[config.mk]
export PLATFORM = sky130hd
export DESIGN_NAME = epoch_seconds_to_date_unit
export DESIGN_NICKNAME = d
export VERILOG_FILES = /design/src/epsd_pkg.sv /design/src/epoch_seconds_to_date_unit.sv
export SDC_FILE = /design/constraint.sdc
export NUM_CORES = 1
export LEC_CHECK = 0
export ABC_AREA = 0
export BUFFER_PORTS_ARGS = -buffer_cell sky130_fd_sc_hd__buf_2
export CAP_MARGIN = 10
export CORE_ASPECT_RATIO = 1.4
export CORE_MARGIN = 5
export CORE_UTILIZATION = 59
export CTS_BUF_LIST = sky130_fd_sc_hd__clkbuf_8 sky130_fd_sc_hd__clkbuf_16
export CTS_CLUSTER_DIAMETER = 30
export DETAILED_ROUTE_END_ITERATION = 7
export PLACE_DENSITY = 0.8
export SLEW_MARGIN = 20
export SYNTH_ARGS = -nofsm -noshare
export SYNTH_HDL_FRONTEND = slang
export SYNTH_SLANG_ARGS = --single-unit
[constraint.sdc]
create_clock -name clk -period 5.89 [get_ports clk]
set_input_delay 0.2945 -clock clk [delete_from_list [all_inputs] [get_ports clk]]
set_output_delay 0.2945 -clock clk [all_outputs]
set_load 0.1 [all_outputs]
[src/epsd_pkg.sv]
// Shared constants, state codes and month-length table for the epoch-to-date unit.
package epsd_pkg;

	localparam int unsigned SecsPerDay  = 86400;
	localparam int unsigned SecsPerHour = 3600;
	localparam int unsigned SecsPerMin  = 60;
	localparam int unsigned BaseYear    = 1970;
	localparam int unsigned YearLen     = 365;
	localparam int unsigned LeapYearLen = 366;

	// 1970 = 19 centuries + 70 years; 19 mod 4 = 3
	localparam int unsigned BaseYearMod100 = BaseYear % 100;
	localparam int unsigned BaseCentMod4   = (BaseYear / 100) % 4;

	localparam int unsigned AccW  = 18;  // holds up to 2*86400-1
	localparam int unsigned YearW = 12;

	localparam logic [3:0] MonFeb = 4'd1;
	localparam logic [3:0] MonDec = 4'd11;

	typedef enum logic [6:0] {
		ST_IDLE = 7'b0000001,
		ST_DIV  = 7'b0000010,
		ST_HOUR = 7'b0000100,
		ST_MIN  = 7'b0001000,
		ST_YEAR = 7'b0010000,
		ST_MON  = 7'b0100000,
		ST_DONE = 7'b1000000
	} epsd_state_t;

	// days in month, month index 0 is January
	function automatic logic [4:0] month_len(input logic [3:0] mon, input logic leap);
		logic [4:0] len;
		case (mon)
			4'd0:    len = 5'd31;
			4'd1:    len = leap ? 5'd29 : 5'd28;
			4'd2:    len = 5'd31;
			4'd3:    len = 5'd30;
			4'd4:    len = 5'd31;
			4'd5:    len = 5'd30;
			4'd6:    len = 5'd31;
			4'd7:    len = 5'd31;
			4'd8:    len = 5'd30;
			4'd9:    len = 5'd31;
			4'd10:   len = 5'd30;
			4'd11:   len = 5'd31;
			default: len = 5'd31;
		endcase
		return len;
	endfunction

endpackage

[src/epoch_seconds_to_date_unit.sv]
// Top level: converts a 32-bit epoch second count into calendar date and time of day.
//
// Usage:
//  - Command channel: drive seconds_count and pulse start while busy is low; the word is
//    taken at that clock edge and busy rises on the next cycle.
//  - Result channel: year, month, day, hour, minute and second are valid while done is high;
//    done is high for a single cycle. The receiver cannot stall.
//  - Result fields stay held after done until the next command is accepted.
//
// One command at a time: a new command can be accepted in the cycle done is high.
//
// Every subtract-and-compare step goes through one shared 18-bit unit under a small sequencer:
//  - 32 restoring division steps by 86400 (days and second-of-day),
//  - 5 restoring steps for the hour, 6 for the minute, remainder is the second,
//  - whole years subtracted one at a time (365/366), leap rule tracked by mod-100 and
//    century-mod-4 counters that step with the year,
//  - whole months subtracted one at a time.
//
// Reset (arst_n low, asynchronous) returns the sequencer to idle; busy and done go low.
module epoch_seconds_to_date_unit (
	input  logic                          clk,
	input  logic                          arst_n,
	input  logic                          start,
	output logic                          busy,
	input  logic [31:0]                   seconds_count,
	output logic                          done,
	output logic [epsd_pkg::YearW-1:0]    year,
	output logic [3:0]                    month,
	output logic [4:0]                    day,
	output logic [4:0]                    hour,
	output logic [5:0]                    minute,
	output logic [5:0]                    second
);
	import epsd_pkg::*;

	epsd_state_t          state_q;
	logic [4:0]           cnt_q;        // bit/step counter
	logic [31:0]          sec_q;        // dividend shifts out, day quotient shifts in
	logic [AccW-1:0]      acc_q;        // working remainder / day count
	logic [YearW-1:0]     year_q;
	logic [6:0]           ymod100_q;    // year mod 100
	logic [1:0]           cent4_q;      // (year / 100) mod 4
	logic [3:0]           mon_q;        // 0-based month
	logic [4:0]           hour_q;
	logic [5:0]           minute_q;
	logic [5:0]           second_q;
	logic [4:0]           day_q;
	logic                 done_q;

	// shared subtract/compare unit
	logic [AccW-1:0]      op_a;
	logic [AccW-1:0]      op_b;
	logic [AccW:0]        diff;
	logic                 ge;
	logic                 leap;
	logic [AccW-1:0]      res;          // restoring result: diff if it fit, else a

	assign leap = (year_q[1:0] == 2'b00) && ((ymod100_q != 7'd0) || (cent4_q == 2'd0));

	always_comb begin
		op_a = acc_q;
		op_b = AccW'(SecsPerDay);
		case (state_q)
			ST_DIV:  begin
				op_a = {acc_q[AccW-2:0], sec_q[31]};
				op_b = AccW'(SecsPerDay);
			end
			ST_HOUR: op_b = AccW'(SecsPerHour) << cnt_q[2:0];
			ST_MIN:  op_b = AccW'(SecsPerMin) << cnt_q[2:0];
			ST_YEAR: op_b = leap ? AccW'(LeapYearLen) : AccW'(YearLen);
			ST_MON:  op_b = AccW'(month_len(mon_q, leap));
			default: op_b = AccW'(SecsPerDay);
		endcase
	end

	assign diff = {1'b0, op_a} - {1'b0, op_b};
	assign ge   = ~diff[AccW];
	assign res  = ge ? diff[AccW-1:0] : op_a;

	always_ff @(posedge clk or negedge arst_n) begin
		if (!arst_n) begin
			state_q <= ST_IDLE;
			done_q  <= 1'b0;
			cnt_q   <= '0;
		end else begin
			done_q <= 1'b0;
			case (state_q)
				ST_IDLE: begin
					if (start) begin
						state_q <= ST_DIV;
						cnt_q   <= 5'd31;
					end
				end
				ST_DIV: begin
					cnt_q <= cnt_q - 5'd1;
					if (cnt_q == 5'd0) begin
						state_q <= ST_HOUR;
						cnt_q   <= 5'd4;
					end
				end
				ST_HOUR: begin
					cnt_q <= cnt_q - 5'd1;
					if (cnt_q == 5'd0) begin
						state_q <= ST_MIN;
						cnt_q   <= 5'd5;
					end
				end
				ST_MIN: begin
					cnt_q <= cnt_q - 5'd1;
					if (cnt_q == 5'd0) begin
						state_q <= ST_YEAR;
					end
				end
				ST_YEAR: begin
					if (!ge) begin
						state_q <= ST_MON;
					end
				end
				ST_MON: begin
					if (!ge || mon_q == MonDec) begin
						state_q <= ST_DONE;
					end
				end
				ST_DONE: begin
					state_q <= ST_IDLE;
					done_q  <= 1'b1;
				end
				default: state_q <= ST_IDLE;
			endcase
		end
	end

	// datapath, no reset needed
	always_ff @(posedge clk) begin
		case (state_q)
			ST_IDLE: begin
				if (start) begin
					sec_q     <= seconds_count;
					acc_q     <= '0;
					year_q    <= YearW'(BaseYear);
					ymod100_q <= 7'(BaseYearMod100);
					cent4_q   <= 2'(BaseCentMod4);
					mon_q     <= '0;
				end
			end
			ST_DIV: begin
				acc_q <= res;
				sec_q <= {sec_q[30:0], ge};
			end
			ST_HOUR: begin
				acc_q  <= res;
				hour_q <= {hour_q[3:0], ge};
			end
			ST_MIN: begin
				minute_q <= {minute_q[4:0], ge};
				if (cnt_q == 5'd0) begin
					// last minute step: leftover is the second, then load day count
					second_q <= res[5:0];
					acc_q    <= AccW'(sec_q[15:0]);
				end else begin
					acc_q <= res;
				end
			end
			ST_YEAR: begin
				if (ge) begin
					acc_q  <= res;
					year_q <= year_q + YearW'(1);
					if (ymod100_q == 7'd99) begin
						ymod100_q <= '0;
						cent4_q   <= cent4_q + 2'd1;
					end else begin
						ymod100_q <= ymod100_q + 7'd1;
					end
				end
			end
			ST_MON: begin
				if (ge && mon_q != MonDec) begin
					acc_q <= res;
					mon_q <= mon_q + 4'd1;
				end
			end
			ST_DONE: begin
				day_q <= acc_q[4:0] + 5'd1;
			end
			default: ;
		endcase
	end

	assign busy   = (state_q != ST_IDLE);
	assign done   = done_q;
	assign year   = year_q;
	assign month  = mon_q + 4'd1;
	assign day    = day_q;
	assign hour   = hour_q;
	assign minute = minute_q;
	assign second = second_q;

endmodule

==> impl_metrics.py <==
metrics = {
    "route": {
        "wl_per_cell_um": 16.7,
        "dr.first_iter.drc_count": 283,
        "remaining_drc_errors": 0,
        "first_pass_iters": 6,
        "vias": 5325,
        "routed_wl_mm": 15.2,
        "ant_nets": 0,
        "routed_via_density": 5.87,
    },
    "global_route": {
        "grt_max_degree": 34,
        "grt-ovfl-total": 0,
        "grt_pass1_wl_mm": 24.7,
        "grt_pass1_vias": 5206,
        "grt.total_usage_pct": 22.8,
        "antenna_found_initial": 0,
    },
    "clocking": {
        "tritoncts": "done",
        "ctsHtreeMaxLevel": 3,
        "clk_latency_ns": 0.35,
        "cts_sinks": 110,
        "cts_root_buf": "clkbuf_16",
        "numCtsBuffers": 9,
        "cts_buffer_depth": 2,
        "clk_pin_slew_ns": 0.07,
        "cts_setup_buffers": 0,
    },
    "floorplan": {
        "start_util_pct": 59.5,
        "num_io_pins": 75,
        "die_x_um": 99.9,
        "die-area_um2": 13600,
        "fp-row-count": 46,
        "die_y_um": 136,
        "core_area_um2": 11200,
    },
    "synthesis": {
        "synth.avg_cell_area_um2": 9.48,
        "post_synth_instance_area_um2": 6680,
        "yosysTopAreaCellShare_pct": 43.6,
        "ys_seq_area_share_pct": 48.5,
        "syn_nets": 769,
        "yosysTopAreaCell": "edfxtp_1",
        "ys.flop_type": "edfxtp_1",
        "syn_inst": 704,
        "synth.distinct_cells": 71,
        "synth-async-reset-ratio_pct": 11.8,
        "ys_ff_latch": 110,
        "yosysWarningCount": 0,
        "synth_area_leaders": "edfxtp_1, nand2_1, ha_1, dfrtp_1, o21ai_0",
        "synth_edf_count": 97,
    },
    "sta": {
        "finClkSkew_ns": 0.00937,
        "hold_viol": 0,
        "max_slew_margin_pct": 29.4,
        "fmax_mhz": 207,
        "grt_setup_unrepaired": "false",
        "setup_viol": 0,
        "fin_crit_ns": 4.83,
        "hold_slack_ns": 0.207,
        "max_slew.worst_pin.slew_ns": 1.06,
        "fin_setup_tns_ns": 0,
        "period_share_pct": 82.0,
        "drv_slew": 0,
    },
    "critical_path": {
        "crit_family": "compound AO/OA/AOI/OAI gates",
        "cp-start-kind": "flop",
        "critPathBufInv": 3,
        "r2r_start": "ymod100_q[0]",
        "crit_slowest_cell": "or4b_2",
        "critPathMaxFanout": 14,
        "cp.depth": 17,
        "crit_chain": "inv_1 > ha_1 > or4b_2 > o41ai_1 > mux2_2 > o21ai_0 > ha_1 > fa_1 > nand2b_1 > a21oi_1 > o21ai_1 > a31oi_1 > nor2_1 > buf_4 > inv_2 > mux2_1 > a22o_1",
        "crit_type": "flop to flop",
        "cp_slowest_stage_delay_ns": 0.57,
        "ff2ff_path_depth": 17,
        "cp_common_cell": "ha_1",
        "worstReg2RegEnd": "acc_q[4]",
        "cp.required_ns": 6.00,
        "worstPathArrival_ns": 4.94,
        "rrSetupSlack_ns": 1.06,
        "crit_path_end_kind": "flop",
    },
    "placed_design": {
        "port_buffers": 74,
        "place_congestion": 1.01,
        "placedInstanceArea_um2": 7100,
        "dp_cells": 891,
        "hpwlAfterDp_mm": 11.1,
    },
    "power": {
        "p_leak_nw": 3.09,
        "peakVddDrop_uv": 232,
        "power_density_nw_per_um2": 535,
    },
    "finish": {
        "fin_util_pct": 65.7,
        "drive_gt1_share_pct": 14.9,
        "stdcell_count": 907,
        "stdcell_area_um2": 7370,
        "fin_nets": 824,
        "diodes": 0,
        "area_growth_pct": 10.5,
    },
    "worst_hold_path": {
        "min_path_cells": 3,
        "hp-class": "input port to flop",
        "whs_endpoint": "sec_q[26]",
        "hold_start": "seconds_count[26]",
    },
    "job": {
        "maxCapViolations": 0,
    },
    "outcome": {
        "status": "completed",
    },
}
==> report_power, final <==
| part | internal, W | switching, W | leakage [nW] |
|---|---|---|---|
| clock network | 0.000284 | 0.000272 | 0.130 |
| registers | 0.00120 | 0.000169 | 1.04 |
| logic | 0.000673 | 0.00135 | 1.92 |
==> layout by cell type, fill, tap and decap left out, drive strengths merged, types with 6 or more instances in the layout <==
master and instances:
clkinv 6, nor2 38, inv 22, dfrtp 12
clkbuf 9, mux2i 10, xnor2 16, nor3 13
and3 12, buf 81, a22o 8, nand2 199
o21ai 38, nand3 25, nand2b 10, xor2 17
nor2b 8, ha 29, a21oi 33, o211ai 6
edfxtp 97
==> sequential cells by signal, summed over array words and instances, names as in the netlist <==
| register | flops |
|---|---|
| ymod100_q | 7 |
| minute | 6 |
| hour | 5 |
| sec_q | 32 |
| done | 1 |
| cnt_q | 5 |
| second | 6 |
| acc_q | 18 |
| cent4_q | 2 |
| day | 5 |
| state_q | 7 |
| year | 12 |
| mon_q | 4 |
==> area by class of cell <==
| type | count | area (um^2) |
|---|---|---|
| fill | 946 | 3850 |
| clock buffer | 9 | 225 |
| inverter | 23 | 91.3 |
| timing repair buffer | 82 | 433 |
| sequential | 110 | 3240 |
| multi-input combinational | 533 | 3160 |
| clock inverter | 6 | 41.3 |
| tap | 144 | 180 |
==> metal layers <==
metal  vias up  GRT usage [%]  part of all wire, %
met5         -              0                    0
met2       189           41.2                   53
met1      2496           26.8                   39
met3        42           4.00                  5.3
li1       2598              -                    -
met4         0           8.66                  3.2
==> synth_stat cells, types with 3 or more instances <==
master,count
and3_1,12
mux2_2,4
o211ai_1,6
o21ai_1,4
buf_4,3
o21a_1,4
nand4_1,3
o22ai_1,3
xor2_1,17
ha_1,29
buf_2,14
nand2b_1,10
nand2_1,197
nor3_1,13
clkbuf_1,19
inv_1,20
mux2i_1,10
nand3_1,25
a21oi_1,32
nor2b_1,8
o2111ai_1,3
a21o_1,4
a31oi_1,3
nor2_1,36
edfxtp_1,97
xnor2_1,16
o21ai_0,34
a32oi_1,5
dfrtp_1,12
a22o_1,8
a211oi_1,3
==> worst min-delay path: stages <==
cell and delay, ns:
buf_2 0.07, nand2_1 0.04, nand2_1 0.05
==> cell families (layout without fill, tap and decap cells) <==
| family | count (synthesis) | count (layout) | share of synthesized area [%] |
|---|---|---|---|
| mux | 15 | 15 | 2.34 |
| xor+xnor | 33 | 33 | 4.33 |
| compound gates | 131 | 131 | 13.0 |
| simple gates | 323 | 323 | 21.7 |
| buf+inv | 61 | 120 | 4.16 |
| fa+ha+maj | 31 | 31 | 5.89 |
| flops | 110 | 110 | 48.5 |
==> what timing repair did <==
action,in CTS,in global routing
hold endpoints to repair,12,0
gates resized for setup,0,0
hold buffers,1,0
==> how the worst max path moves through the flow <==
stage / endpoint / from / slack [ns]
detailed placement: acc_q[4] / ymod100_q[0] / 1.11
global placement: acc_q[5] / ymod100_q[0] / 1.30
global route: acc_q[4] / ymod100_q[0] / 0.71
finish: acc_q[4] / ymod100_q[0] / 1.06
floorplan: cent4_q[0] / ymod100_q[0] / 0.54
CTS: acc_q[4] / ymod100_q[0] / 1.08
==> through the flow <==
step                power (W)  worst slack (ns)
global route          0.00420             0.708
floorplan             0.00292             0.535
global placement      0.00331              1.30
CTS                   0.00393              1.08
finish                0.00394              1.06
detailed placement    0.00336              1.11
(Power assumes the default switching activity.)
